--- src/bmpw_pkg.sv ---
// ----------------------------------------------------------------------------
// bmpw_pkg
// Shared types, codes and constants of the BMP byte stream to pixel write block.
// ----------------------------------------------------------------------------
package bmpw_pkg;

    localparam int MAX_DIM_DEF       = 2048;
    localparam int PIXEL_DATA_OFFSET = 54;
    localparam int ORIGIN_W          = 11;
    localparam int COORD_W           = 12;
    localparam int MAG_W             = 13;

    typedef enum logic [1:0] {
        PH_HEADER,
        PH_PIXEL,
        PH_PAD,
        PH_IDLE
    } phase_t;

    typedef enum logic [1:0] {
        ST_PIXEL,
        ST_NOT_BMP,
        ST_BAD_DEPTH,
        ST_TOO_LARGE
    } status_t;

    localparam logic CFG_ORIGIN_X = 1'b0;
    localparam logic CFG_ORIGIN_Y = 1'b1;

    localparam logic [7:0] SIG_B = 8'h42;
    localparam logic [7:0] SIG_M = 8'h4D;

    localparam logic [5:0] OFF_SIG0        = 6'h00;
    localparam logic [5:0] OFF_SIG1        = 6'h01;
    localparam logic [5:0] OFF_WIDTH       = 6'h12;
    localparam logic [5:0] OFF_HEIGHT      = 6'h16;
    localparam logic [5:0] OFF_HEIGHT_END  = 6'h1A;
    localparam logic [5:0] OFF_DEPTH       = 6'h1C;
    localparam logic [5:0] OFF_DEPTH_HI    = 6'h1D;
    localparam logic [5:0] OFF_DEPTH_END   = 6'h1E;
    localparam logic [5:0] OFF_HEADER_LAST = 6'(PIXEL_DATA_OFFSET - 1);

    localparam logic [15:0] BPP_24 = 16'd24;
    localparam logic [15:0] BPP_32 = 16'd32;

    typedef struct packed {
        logic [7:0] file_byte;
        logic       first_byte;
    } in_item_t;

    typedef struct packed {
        logic [COORD_W-1:0] pixel_x;
        logic [COORD_W-1:0] pixel_y;
        logic [31:0]        argb_color;
        status_t            status;
        logic               last_pixel;
    } result_t;

    typedef struct packed {
        logic [ORIGIN_W-1:0] origin_x;
        logic [ORIGIN_W-1:0] origin_y;
    } origin_t;

    function automatic logic [31:0] magnitude(input logic [31:0] v);
        magnitude = v[31] ? (32'd0 - v) : v;
    endfunction

endpackage

--- src/bmp_stream_to_pixel_writes.sv ---
// ----------------------------------------------------------------------------
// bmp_stream_to_pixel_writes
// BMP file byte stream to screen pixel writes, 24 and 32 bits per pixel.
// ----------------------------------------------------------------------------
// Each accepted request carries one file byte; a new request is taken every
// cycle while the result side keeps up. A byte passes an input register and
// the parser logic into a result register, from which a pixel write or error
// report is presented for the byte that completes it. Padding bytes, non-final
// pixel bytes and header bytes that raise no error produce no result. Mark a
// file's first byte with first_byte to restart the parser; after an error or
// the final pixel, bytes are dropped until the next marked byte. Write the
// origin registers only while no request is in flight.
module bmp_stream_to_pixel_writes #(
    parameter int MAX_DIM = bmpw_pkg::MAX_DIM_DEF
) (
    input  logic                              aclk,
    input  logic                              aresetn,
    input  logic                              cfg_wr_en,
    input  logic                              cfg_index,
    input  logic [bmpw_pkg::ORIGIN_W-1:0]     cfg_wdata,
    input  logic                              s_valid,
    output logic                              s_ready,
    input  logic [7:0]                        s_file_byte,
    input  logic                              s_first_byte,
    output logic                              m_valid,
    input  logic                              m_ready,
    output logic [bmpw_pkg::COORD_W-1:0]      m_pixel_x,
    output logic [bmpw_pkg::COORD_W-1:0]      m_pixel_y,
    output logic [31:0]                       m_argb_color,
    output logic [1:0]                        m_status,
    output logic                              m_last_pixel
);
    import bmpw_pkg::*;

    origin_t  origin;
    in_item_t s_item;
    in_item_t item;
    logic     advance;
    logic     consume;
    logic     res_valid;
    result_t  res;
    result_t  m_res;

    assign s_item.file_byte  = s_file_byte;
    assign s_item.first_byte = s_first_byte;

    bmpw_cfg_regs u_cfg (
        .aclk      (aclk),
        .aresetn   (aresetn),
        .cfg_wr_en (cfg_wr_en),
        .cfg_index (cfg_index),
        .cfg_wdata (cfg_wdata),
        .origin    (origin)
    );

    bmpw_in_stage u_in (
        .aclk    (aclk),
        .aresetn (aresetn),
        .s_valid (s_valid),
        .s_ready (s_ready),
        .s_item  (s_item),
        .advance (advance),
        .consume (consume),
        .item    (item)
    );

    bmpw_parser #(
        .MAX_DIM (MAX_DIM)
    ) u_parser (
        .aclk      (aclk),
        .aresetn   (aresetn),
        .consume   (consume),
        .item      (item),
        .origin    (origin),
        .res_valid (res_valid),
        .res       (res)
    );

    bmpw_out_stage u_out (
        .aclk      (aclk),
        .aresetn   (aresetn),
        .consume   (consume),
        .res_valid (res_valid),
        .res       (res),
        .advance   (advance),
        .m_valid   (m_valid),
        .m_ready   (m_ready),
        .m_res     (m_res)
    );

    assign m_pixel_x    = m_res.pixel_x;
    assign m_pixel_y    = m_res.pixel_y;
    assign m_argb_color = m_res.argb_color;
    assign m_status     = m_res.status;
    assign m_last_pixel = m_res.last_pixel;

endmodule

--- src/bmpw_cfg_regs.sv ---
// ----------------------------------------------------------------------------
// bmpw_cfg_regs
// Origin registers written through the plain configuration write port.
// ----------------------------------------------------------------------------
module bmpw_cfg_regs (
    input  logic                               aclk,
    input  logic                               aresetn,
    input  logic                               cfg_wr_en,
    input  logic                               cfg_index,
    input  logic [bmpw_pkg::ORIGIN_W-1:0]      cfg_wdata,
    output bmpw_pkg::origin_t                  origin
);
    import bmpw_pkg::*;

    origin_t origin_reg;
    origin_t origin_next;

    always_comb begin
        origin_next = origin_reg;
        if (cfg_wr_en) begin
            case (cfg_index)
                CFG_ORIGIN_X: origin_next.origin_x = cfg_wdata;
                CFG_ORIGIN_Y: origin_next.origin_y = cfg_wdata;
                default:      origin_next = origin_reg;
            endcase
        end
    end

    always_ff @(posedge aclk) begin
        if (!aresetn) begin
            origin_reg <= '0;
        end else begin
            origin_reg <= origin_next;
        end
    end

    assign origin = origin_reg;

endmodule

--- src/bmpw_in_stage.sv ---
// ----------------------------------------------------------------------------
// bmpw_in_stage
// Input register holding one file byte request until the parser takes it.
// ----------------------------------------------------------------------------
module bmpw_in_stage (
    input  logic                aclk,
    input  logic                aresetn,
    input  logic                s_valid,
    output logic                s_ready,
    input  bmpw_pkg::in_item_t  s_item,
    input  logic                advance,
    output logic                consume,
    output bmpw_pkg::in_item_t  item
);
    import bmpw_pkg::*;

    logic     valid_reg;
    logic     valid_next;
    in_item_t item_reg;
    logic     load;

    assign consume = valid_reg && advance;
    assign s_ready = !valid_reg || advance;
    assign load    = s_valid && s_ready;

    always_comb begin
        valid_next = valid_reg;
        if (load) begin
            valid_next = 1'b1;
        end else if (consume) begin
            valid_next = 1'b0;
        end
    end

    always_ff @(posedge aclk) begin
        if (!aresetn) begin
            valid_reg <= 1'b0;
        end else begin
            valid_reg <= valid_next;
        end
    end

    always_ff @(posedge aclk) begin
        if (load) begin
            item_reg <= s_item;
        end
    end

    assign item = item_reg;

endmodule

--- src/bmpw_parser.sv ---
// ----------------------------------------------------------------------------
// bmpw_parser
// Header parse, pixel packing, padding skip and screen coordinate generation.
// ----------------------------------------------------------------------------
module bmpw_parser #(
    parameter int MAX_DIM = bmpw_pkg::MAX_DIM_DEF
) (
    input  logic                aclk,
    input  logic                aresetn,
    input  logic                consume,
    input  bmpw_pkg::in_item_t  item,
    input  bmpw_pkg::origin_t   origin,
    output logic                res_valid,
    output bmpw_pkg::result_t   res
);
    import bmpw_pkg::*;

    phase_t             phase_reg, phase_next, phase_c;
    logic [5:0]         off_reg, off_next, off_c;
    logic [31:0]        width_reg, width_next, width_c;
    logic [31:0]        height_reg, height_next, height_c;
    logic [15:0]        bpp_reg, bpp_next, bpp_c;
    logic [COORD_W-1:0] col_reg, col_next, col_c;
    logic [COORD_W-1:0] row_reg, row_next, row_c;
    logic [1:0]         bip_reg, bip_next, bip_c;
    logic [1:0]         pad_reg, pad_next, pad_c;
    logic [23:0]        partial_reg, partial_next, partial_c;
    logic [MAG_W-1:0]   wmag_reg, wmag_next;
    logic [MAG_W-1:0]   hmag_reg, hmag_next;

    logic               clear;
    logic [7:0]         b;
    logic [1:0]         lane_w;
    logic [1:0]         lane_h;
    logic               lane_d;
    logic [15:0]        bpp_new;
    logic [31:0]        wmag_full;
    logic [31:0]        hmag_full;
    logic               hdr_err;
    logic               need32;
    logic               px_done;
    logic [23:0]        color_lo;
    logic [7:0]         alpha;
    logic               col_end;
    logic               row_end;
    logic [1:0]         pad_load;
    logic [COORD_W-1:0] ox;
    logic [COORD_W-1:0] oy;
    logic [COORD_W-1:0] wmag12;
    logic [COORD_W-1:0] hmag12;

    assign clear     = item.first_byte;
    assign b         = item.file_byte;
    assign phase_c   = clear ? PH_HEADER : phase_reg;
    assign off_c     = clear ? 6'd0 : off_reg;
    assign width_c   = clear ? 32'd0 : width_reg;
    assign height_c  = clear ? 32'd0 : height_reg;
    assign bpp_c     = clear ? 16'd0 : bpp_reg;
    assign col_c     = clear ? '0 : col_reg;
    assign row_c     = clear ? '0 : row_reg;
    assign bip_c     = clear ? 2'd0 : bip_reg;
    assign pad_c     = clear ? 2'd0 : pad_reg;
    assign partial_c = clear ? 24'd0 : partial_reg;

    assign lane_w    = 2'(off_c - OFF_WIDTH);
    assign lane_h    = 2'(off_c - OFF_HEIGHT);
    assign lane_d    = 1'(off_c - OFF_DEPTH);
    assign bpp_new   = bpp_c | ({8'd0, b} << {lane_d, 3'b000});
    assign wmag_full = magnitude(width_c);
    assign hmag_full = magnitude(height_c);

    assign need32    = (bpp_c == BPP_32);
    assign px_done   = need32 ? (bip_c == 2'd3) : (bip_c >= 2'd2);
    assign color_lo  = (bip_c != 2'd3) ? (partial_c | (24'(b) << {bip_c, 3'b000})) : partial_c;
    assign alpha     = (bip_c == 2'd3) ? b : 8'd0;
    assign col_end   = ({1'b0, col_c} + 13'd1) >= 13'(wmag_reg);
    assign row_end   = ({1'b0, row_c} + 13'd1) >= 13'(hmag_reg);
    assign pad_load  = need32 ? 2'd0 : wmag_reg[1:0];
    assign ox        = COORD_W'(origin.origin_x);
    assign oy        = COORD_W'(origin.origin_y);
    assign wmag12    = COORD_W'(wmag_reg);
    assign hmag12    = COORD_W'(hmag_reg);

    always_comb begin
        phase_next   = phase_c;
        off_next     = off_c;
        width_next   = width_c;
        height_next  = height_c;
        bpp_next     = bpp_c;
        col_next     = col_c;
        row_next     = row_c;
        bip_next     = bip_c;
        pad_next     = pad_c;
        partial_next = partial_c;
        wmag_next    = wmag_reg;
        hmag_next    = hmag_reg;
        hdr_err      = 1'b0;
        res_valid    = 1'b0;
        res          = '0;
        res.status   = ST_PIXEL;

        case (phase_c)
            PH_HEADER: begin
                if (off_c == OFF_SIG0) begin
                    partial_next = {16'd0, b};
                end else if (off_c == OFF_SIG1) begin
                    if (partial_c != {16'd0, SIG_B} || b != SIG_M) begin
                        hdr_err    = 1'b1;
                        res.status = ST_NOT_BMP;
                    end else begin
                        partial_next = 24'd0;
                    end
                end else if (off_c >= OFF_WIDTH && off_c < OFF_HEIGHT) begin
                    width_next = width_c | ({24'd0, b} << {lane_w, 3'b000});
                end else if (off_c >= OFF_HEIGHT && off_c < OFF_HEIGHT_END) begin
                    height_next = height_c | ({24'd0, b} << {lane_h, 3'b000});
                end else if (off_c >= OFF_DEPTH && off_c < OFF_DEPTH_END) begin
                    bpp_next = bpp_new;
                    if (off_c == OFF_DEPTH_HI) begin
                        wmag_next = MAG_W'(wmag_full);
                        hmag_next = MAG_W'(hmag_full);
                        if (bpp_new != BPP_24 && bpp_new != BPP_32) begin
                            hdr_err    = 1'b1;
                            res.status = ST_BAD_DEPTH;
                        end else if (wmag_full > 32'(MAX_DIM) ||
                                     hmag_full > 32'(MAX_DIM)) begin
                            hdr_err    = 1'b1;
                            res.status = ST_TOO_LARGE;
                        end
                    end
                end

                if (hdr_err) begin
                    res_valid  = 1'b1;
                    phase_next = PH_IDLE;
                end else if (off_c >= OFF_HEADER_LAST) begin
                    phase_next = (width_c == 32'd0 || height_c == 32'd0) ? PH_IDLE : PH_PIXEL;
                end else begin
                    off_next = off_c + 6'd1;
                end
            end

            PH_PIXEL: begin
                if (!px_done) begin
                    partial_next = color_lo;
                    bip_next     = bip_c + 2'd1;
                end else begin
                    bip_next       = 2'd0;
                    partial_next   = 24'd0;
                    res_valid      = 1'b1;
                    res.argb_color = {alpha, color_lo};
                    res.pixel_x    = width_c[31] ? (ox + wmag12 - col_c - 12'd1) : (ox + col_c);
                    res.pixel_y    = height_c[31] ? (oy + row_c) : (oy + hmag12 - row_c - 12'd1);
                    if (col_end) begin
                        col_next = '0;
                        if (row_end) begin
                            res.last_pixel = 1'b1;
                            phase_next     = PH_IDLE;
                        end else begin
                            row_next = row_c + 12'd1;
                            pad_next = pad_load;
                            if (pad_load != 2'd0) begin
                                phase_next = PH_PAD;
                            end
                        end
                    end else begin
                        col_next = col_c + 12'd1;
                    end
                end
            end

            PH_PAD: begin
                pad_next = pad_c - 2'd1;
                if (pad_c == 2'd1) begin
                    phase_next = PH_PIXEL;
                end
            end

            default: begin
                phase_next = phase_c;
            end
        endcase
    end

    always_ff @(posedge aclk) begin
        if (!aresetn) begin
            phase_reg   <= PH_HEADER;
            off_reg     <= '0;
            width_reg   <= '0;
            height_reg  <= '0;
            bpp_reg     <= '0;
            col_reg     <= '0;
            row_reg     <= '0;
            bip_reg     <= '0;
            pad_reg     <= '0;
            partial_reg <= '0;
        end else if (consume) begin
            phase_reg   <= phase_next;
            off_reg     <= off_next;
            width_reg   <= width_next;
            height_reg  <= height_next;
            bpp_reg     <= bpp_next;
            col_reg     <= col_next;
            row_reg     <= row_next;
            bip_reg     <= bip_next;
            pad_reg     <= pad_next;
            partial_reg <= partial_next;
        end
    end

    always_ff @(posedge aclk) begin
        if (consume) begin
            wmag_reg <= wmag_next;
            hmag_reg <= hmag_next;
        end
    end

endmodule

--- src/bmpw_out_stage.sv ---
// ----------------------------------------------------------------------------
// bmpw_out_stage
// Result register presenting pixel writes and error reports downstream.
// ----------------------------------------------------------------------------
module bmpw_out_stage (
    input  logic               aclk,
    input  logic               aresetn,
    input  logic               consume,
    input  logic               res_valid,
    input  bmpw_pkg::result_t  res,
    output logic               advance,
    output logic               m_valid,
    input  logic               m_ready,
    output bmpw_pkg::result_t  m_res
);
    import bmpw_pkg::*;

    logic    valid_reg;
    logic    valid_next;
    result_t res_reg;
    logic    load;

    assign advance = !valid_reg || m_ready;
    assign load    = consume && res_valid;

    always_comb begin
        valid_next = valid_reg;
        if (advance) begin
            valid_next = load;
        end
    end

    always_ff @(posedge aclk) begin
        if (!aresetn) begin
            valid_reg <= 1'b0;
        end else begin
            valid_reg <= valid_next;
        end
    end

    always_ff @(posedge aclk) begin
        if (load) begin
            res_reg <= res;
        end
    end

    assign m_valid = valid_reg;
    assign m_res   = res_reg;

endmodule

--- config.mk ---
export PLATFORM = sky130hd
export DESIGN_NAME = bmp_stream_to_pixel_writes
export DESIGN_NICKNAME = d
export VERILOG_FILES = /design/src/bmpw_pkg.sv /design/src/bmp_stream_to_pixel_writes.sv /design/src/bmpw_cfg_regs.sv /design/src/bmpw_in_stage.sv /design/src/bmpw_parser.sv /design/src/bmpw_out_stage.sv
export SDC_FILE = /design/constraint.sdc
export NUM_CORES = 1
export LEC_CHECK = 0
export BUFFER_PORTS_ARGS = -buffer_cell sky130_fd_sc_hd__buf_2
export CORE_UTILIZATION = 32
export DETAILED_ROUTE_END_ITERATION = 7
export GPL_TIMING_DRIVEN = 0
export PLACE_DENSITY = 0.53
export RECOVER_POWER = 50
export REMOVE_ABC_BUFFERS = 1
export SYNTH_ARGS = -nofsm -noshare
export SYNTH_HDL_FRONTEND = slang
export SYNTH_SLANG_ARGS = --single-unit
--- constraint.sdc ---
create_clock -name aclk -period 8.5 [get_ports aclk]
set_input_delay 0.85 -clock aclk [delete_from_list [all_inputs] [get_ports aclk]]
set_output_delay 0.85 -clock aclk [all_outputs]
set_load 0.03 [all_outputs]
==> results of run 1 <==
==> area by class of cell <==
class                      instances  area (um2)  share of cell area [%]
clock buffer                      48         891                    4.79
clock inverter                    10        92.6                   0.498
inverter                         162         609                    3.27
multi-input combinational       1408        9470                    50.9
sequential                       258        6110                    32.8
tap                              680         851                    4.57
timing repair buffer              99         594                    3.19
==> worst max path at each step <==
stage	from	endpoint	slack, ns	cells after the start
final	u_in.item[0]	u_parser.row_reg[11]	1.89	19
after detailed placement	u_in.item[0]	u_parser.hmag_reg[0]	1.73	9
after global placement	u_in.item[0]	u_out.m_res[35]	-6.06	9
after floorplan	u_in.item[0]	u_out.m_res[0]	-0.39	13
after CTS	u_in.item[0]	u_parser.hmag_reg[5]	1.72	9
after global routing	u_in.item[0]	u_parser.row_reg[11]	1.33	20
==> power breakdown <==
| part | total, uW | leakage, uW | internal, uW | switching [uW] |
|---|---|---|---|---|
| sequential | 1330 | 0.00212 | 1290 | 42.5 |
| clock | 1290 | 0.000474 | 750 | 538 |
| combinational | 218 | 0.00436 | 79.1 | 139 |
==> cells by family (layout without fill, tap and decap cells) <==
group / Yosys count / after routing / share of synthesized area, %
AOI/OAI and AO/OA: 479 / 479 / 19.9
DFF: 258 / 258 / 36.3
and+or+nand+nor: 701 / 701 / 20.1
xor gates and xnor gates: 76 / 76 / 3.96
adders and majority gates: 130 / 130 / 10.8
muxes: 22 / 22 / 1.39
buffers and inverters: 305 / 319 / 7.52
==> per-layer routing <==
metal,part of all wire (%),vias up
met1,46,7036
met2,46,401
met3,4.7,81
met4,2.9,2
li1,-,7036
met5,0.020,-
==> through the flow <==
stage / total power [uW] / worst slack [ns] / util, % / hold slack [ns]
floorplan: 1470 / -0.389 / - / 0.432
global placement: 1560 / -6.06 / 33.8 / 0.444
detailed placement: 1570 / 1.73 / 34.4 / 0.454
CTS: 2870 / 1.72 / 36.3 / 0.423
global route: 2950 / 1.33 / 36.1 / 0.421
finish: 2830 / 1.89 / 36.1 / 0.440
==> cell usage after synthesis (all sizes together), types with 22 or more instances <==
cell and n:
clkbuf 117, a22oi 40, edfxtp 94, inv 161, o21ai 59, nor2b 23, nand4 23, nor4 34
xor2 31, buf 25, fa 26, a21oi 128, nand3 36, dfxtp 164, a32oi 58, xnor2 45
or4 22, nand2 169, ha 104, nor3 42, nor2 260
==> critical path, delay by kind of cell, from the launching register on <==
kind | cells | cell delay, ns
adder cells (fa/ha/maj) | 2 | 0.41
flip-flops | 1 | 0.75
buffers and inverters | 3 | 1.37
XOR/XNOR | 1 | 0.11
AND/OR/NAND/NOR | 8 | 2.62
AO/OA/AOI/OAI | 5 | 1.13
==> results.json, run 1 <==
{
  "die_area_um2": 53400,
  "post_cts_buffers": 0,
  "synth_ff_type": "dfxtp_1",
  "syn_inst": 1971,
  "fmax_mhz": 151,
  "cts.sinks": 258,
  "numCtsBuffers": 31,
  "slew_viol_final": 223,
  "drt_iter0_drc": 1107,
  "synthTopCellsByArea": "dfxtp_1 (20%), edfxtp_1 (17%), ha_1 (7.7%)",
  "insertion_delay_ns": 0.59,
  "critPathLaunchType": "register",
  "holdPathStages": 1,
  "fillers": 5261,
  "setup_tns_ns": 0,
  "setup_viol": 0,
  "grt-busiest-layer": "met2",
  "grt_use_total_pct": 18.7,
  "grt_max_degree": 112,
  "r2r_start": "u_in.item[0]",
  "die_h_um": 231,
  "slew-limit-headroom_pct": -59.7,
  "ctsHoldBuffers": 0,
  "largest_reg_flops": 59,
  "rr_endpoint": "u_parser.row_reg[11]",
  "grt_pass1_vias": 14100,
  "io_buffers": 86,
  "root_buffer": "clkbuf_16",
  "clk_pin_slew_ns": 0.06,
  "status": "complete, but fails checks",
  "htree_num_levels": 1,
  "hp-start": "s_first_byte",
  "layout.cells.most_common_list": "nor2_1 (259), nand2_1 (167), dfxtp_1 (164)",
  "grt_util_met2_pct": 31.3,
  "grt.overflow.total": 0,
  "rrSetupSlack_ns": 1.89,
  "ant_nets": 0,
  "rsz0062_at_grt": "no",
  "finalCriticalPeriod_ns": 6.61,
  "drc": 0,
  "synthArstFlopShare_pct": 0,
  "wl_per_cell_um": 18.9,
  "cp_cell_sequence": "buf_16 > inv_1 > nand2_1 > inv_1 > ha_1 > nand2_1 > nor3_1 > nand3_1 > nor2_1 > xnor2_1 > ha_1 > a21o_1 > a21oi_1 > nand2_1 > a211o_1 > a21oi_1 > nand4_1 > nand2_1 > o22ai_1",
  "crit_fanout": 30,
  "antenna_found_initial": 1,
  "fin_skew_ns": 0.0139,
  "cp_slowest_stage_delay_ns": 0.87,
  "placed_cell_area_um2": 17700,
  "gp_congestion": 0.902,
  "area_delta_synth_final_pct": 10.7,
  "synth_top_area_cell": "dfxtp_1",
  "io_pins": 87,
  "reg2reg_depth": 19,
  "yosysTopAreaCellShare_pct": 19.5,
  "rows": 83,
  "ys_ff_latch": 258,
  "min_to": "u_in.item[0]",
  "violations": "capacitance limit, slew limit",
  "vias": 14600,
  "ys_seq_area_share_pct": 36.3,
  "yosysUniqueCellTypes": 95,
  "p_per_area_nw_per_um2": 152,
  "arrival_ns": 7.04,
  "grt_pass1_wl_um": 79800,
  "placed_cells": 2606,
  "initial_core_util_pct": 32.6,
  "finalHoldViolCount": 0,
  "num_antenna_cells": 0,
  "synthesis.area_um2": 16800,
  "min_path_type": "input pin to register",
  "clk_path_buf_depth": 3,
  "cts_tree": "yes",
  "critPathCaptureType": "register",
  "cts_resized": 0,
  "drive_above_1_share_pct": 5.99,
  "worst-endpoint-required_ns": 8.93,
  "met1_usage_pct": 25.0,
  "die-width_um": 231,
  "maxCapViolCount": 6,
  "ys_warn_count": 0,
  "p_leak_uw": 0.00696,
  "use_met3_pct": 2.12,
  "routed_wl_um": 50500,
  "synth_edf_count": 94,
  "fin_cells": 2665,
  "path_class": "register to register",
  "dpl.hpwl_um": 35600,
  "worst_pin_slew_ns": 2.40,
  "final_net_count": 2116,
  "vdd_drop_max_v": 0.000144,
  "drt_pass1_iterations": 5,
  "final_common_cell": "nor2_1",
  "avgViaCountPerCell": 5.46,
  "finalCritPeriodShare_pct": 77.7,
  "design_area_um2": 18600,
  "crit_top_cell": "nand2_1",
  "core_um2": 51600,
  "syn_area_per_cell_um2": 8.53,
  "cp_slowest_cell": "inv_1"
}
Note: power is estimated with default switching activity, not from simulation.
==> run 2: changes to the inputs <==
Settings changed: ABC_AREA set to 1, PLACE_DENSITY 0.53 to 0.55.
Clock period 8.5 ns to 5.8 ns, I/O delays scaled along.
==> results.json, run 2 <==
{
  "status": "complete, but fails checks",
  "violations": "capacitance limit, slew limit",
  "crit_top_cell": "nand2_1",
  "grt_pass1_vias": 16300,
  "met1_usage_pct": 25.5,
  "antenna_found_initial": 0,
  "syn_inst": 2591,
  "hold_slack_ns": 0.212,
  "crit_fanout": 70,
  "rsz0062_at_grt": "no",
  "die-width_um": 238,
  "grt-busiest-layer": "met2",
  "finalHoldViolCount": 0,
  "grt_max_degree": 73,
  "synth_edf_count": 94,
  "drt_iter0_drc": 1237,
  "maxCapViolCount": 2,
  "placed_cells": 3329,
  "synth_top_area_cell": "dfxtp_1",
  "synthArstFlopShare_pct": 0,
  "ys_seq_area_share_pct": 34.4,
  "initial_core_util_pct": 32.7,
  "cp_cell_sequence": "buf_16 > buf_16 > inv_8 > nand2_1 > inv_1 > ha_1 > nand3b_1 > nand2_1 > nor2_2 > clkinv_2 > nand2_1 > nand2_1 > inv_2 > buf_12",
  "insertion_delay_ns": 0.55,
  "worst_pin_slew_ns": 2.28,
  "drt_pass1_iterations": 6,
  "cts_tree": "yes",
  "clk_path_buf_depth": 3,
  "final_net_count": 2785,
  "r2r_start": "u_in.item[0]",
  "finalCriticalPeriod_ns": 5.54,
  "crit_end": "u_out.m_res[35]",
  "avgViaCountPerCell": 4.93,
  "vdd_drop_max_v": 0.000143,
  "area_delta_synth_final_pct": 13.2,
  "hp-start": "s_file_byte[5]",
  "io_pins": 87,
  "netlist_top_cells_count": "nand2_1 (595), inv_1 (381), nor2_1 (317)",
  "largest_reg_flops": 59,
  "ys_warn_count": 0,
  "synth_most_common_cell": "nand2_1",
  "reg2reg_depth": 14,
  "ys_ff_latch": 258,
  "path_delay_family": "buffers and inverters",
  "use_met3_pct": 2.54,
  "p_leak_uw": 0.00933,
  "rr_endpoint": "u_out.m_res[35]",
  "cp-startpoint": "u_in.item[0]",
  "rows": 85,
  "arrival_ns": 5.76,
  "grt_pass1_wl_um": 86500,
  "rrSetupSlack_ns": 0.26,
  "dp_slack_ns": -0.188,
  "htree_num_levels": 2,
  "routed_wl_um": 53800,
  "design_area_um2": 20100,
  "cts.sinks": 258,
  "fillers": 5705,
  "grt_util_met2_pct": 33.0,
  "multi_input_area_um2": 9740,
  "layout.cells.most_common_list": "nand2_1 (595), inv_1 (382), nor2_1 (317)",
  "path_buf_inv": 7,
  "synthTopCellsByArea": "dfxtp_1 (18%), edfxtp_1 (16%), nand2_1 (13%)",
  "syn_area_per_cell_um2": 6.85,
  "root_buffer": "clkbuf_16",
  "register_area_um2": 6110,
  "fin_cells": 3396,
  "slew-limit-headroom_pct": -52.8,
  "slew_viol_final": 96,
  "fmax_mhz": 181,
  "min_path_type": "input pin to register",
  "die_h_um": 238,
  "gp_congestion": 0.891,
  "dpl.hpwl_um": 40300,
  "power_uw": 4690,
  "critPathCaptureType": "register",
  "fin_skew_ns": 0.0262,
  "critPathLaunchType": "register",
  "vias": 16700,
  "cp_slowest_cell": "nor2_2",
  "drc": 0,
  "worst-endpoint-required_ns": 6.02,
  "ant_nets": 0,
  "final_common_cell": "nand2_1",
  "die_area_um2": 56400,
  "placed_cell_area_um2": 19000,
  "fin_ws_ns": 0.261,
  "grt.overflow.total": 0,
  "clk_pin_slew_ns": 0.05,
  "crit_cells": 14,
  "synth_ff_type": "dfxtp_1",
  "core_um2": 54300,
  "io_buffers": 86,
  "grt_use_total_pct": 19.1,
  "wl_per_cell_um": 15.8,
  "drive_above_1_share_pct": 5.38,
  "cp_slowest_stage_delay_ns": 0.71,
  "finalCritPeriodShare_pct": 95.5,
  "yosysUniqueCellTypes": 54,
  "setup_viol": 0,
  "p_per_area_nw_per_um2": 233,
  "ctsHoldBuffers": 0,
  "yosysTopAreaCellShare_pct": 18.5,
  "path_class": "register to register",
  "synthesis.area_um2": 17700,
  "numCtsBuffers": 35
}
## run 2: cell families (layout without fill, tap and decap cells)
logic type      Yosys count  after routing  synth area share [%]
compound gates          524            524                  15.7
xor+xnor                 36             36                  1.78
fa+ha+maj               130            130                  10.3
buf+inv                 492            557                  10.9
flops                   258            258                  34.4
other cells               0              1                     0
simple gates           1151           1151                  27.0
## run 2: layer usage
metal / wire length [um] / part of all wire, % / vias up
met4: 769 / 1.4 / 0
met3: 2480 / 4.6 / 47
met1: 24800 / 46 / 7850
met2: 25700 / 48 / 383
met5: 0 / 0 / -
li1: - / - / 8464
## run 2: worst min path at each step
stage	to	cells past startpoint
after floorplan	u_parser.bpp_reg[11]	2
after global placement	u_parser.row_reg[2]	2
after detailed placement	u_parser.phase_reg[1]	2
after CTS	u_in.item[6]	1
after global routing	u_in.item[4]	1
final	u_in.item[6]	1
## run 2: where the power goes
group / internal, uW / total [uW] / switching [uW]
Combinational: 161 / 526 / 365
Clock: 1380 / 2230 / 853
Sequential: 1910 / 1930 / 26.5
## run 2: area by class of cell
cell class                      instances  area share [%]
Multi-Input combinational cell       1841            48.4
Sequential cell                       258            30.4
Inverter                              390            7.33
Clock buffer                           48            5.11
Tap cell                              739            4.60
Timing Repair Buffer                  103            3.27
Clock inverter                         16           0.841
Antenna cell                            1          0.0125
## run 2: metrics by stage
stage / TNS, ns / util (%)
2_1_floorplan: -59.05 / -
3_3_place_gp: -1072.79 / 34.3
3_5_place_dp: -5.76 / 35.0
4_1_cts: 0 / 37.2
5_1_grt: 0 / 37.0
6_report: 0 / 37.0
## run 2: timing repair
item                                    CTS  global route
setup buffers                             0             2
pin swaps                                 0             1
endpoints found under the setup margin   43            51
gates cloned                              0             0
gates resized for setup                   2             1
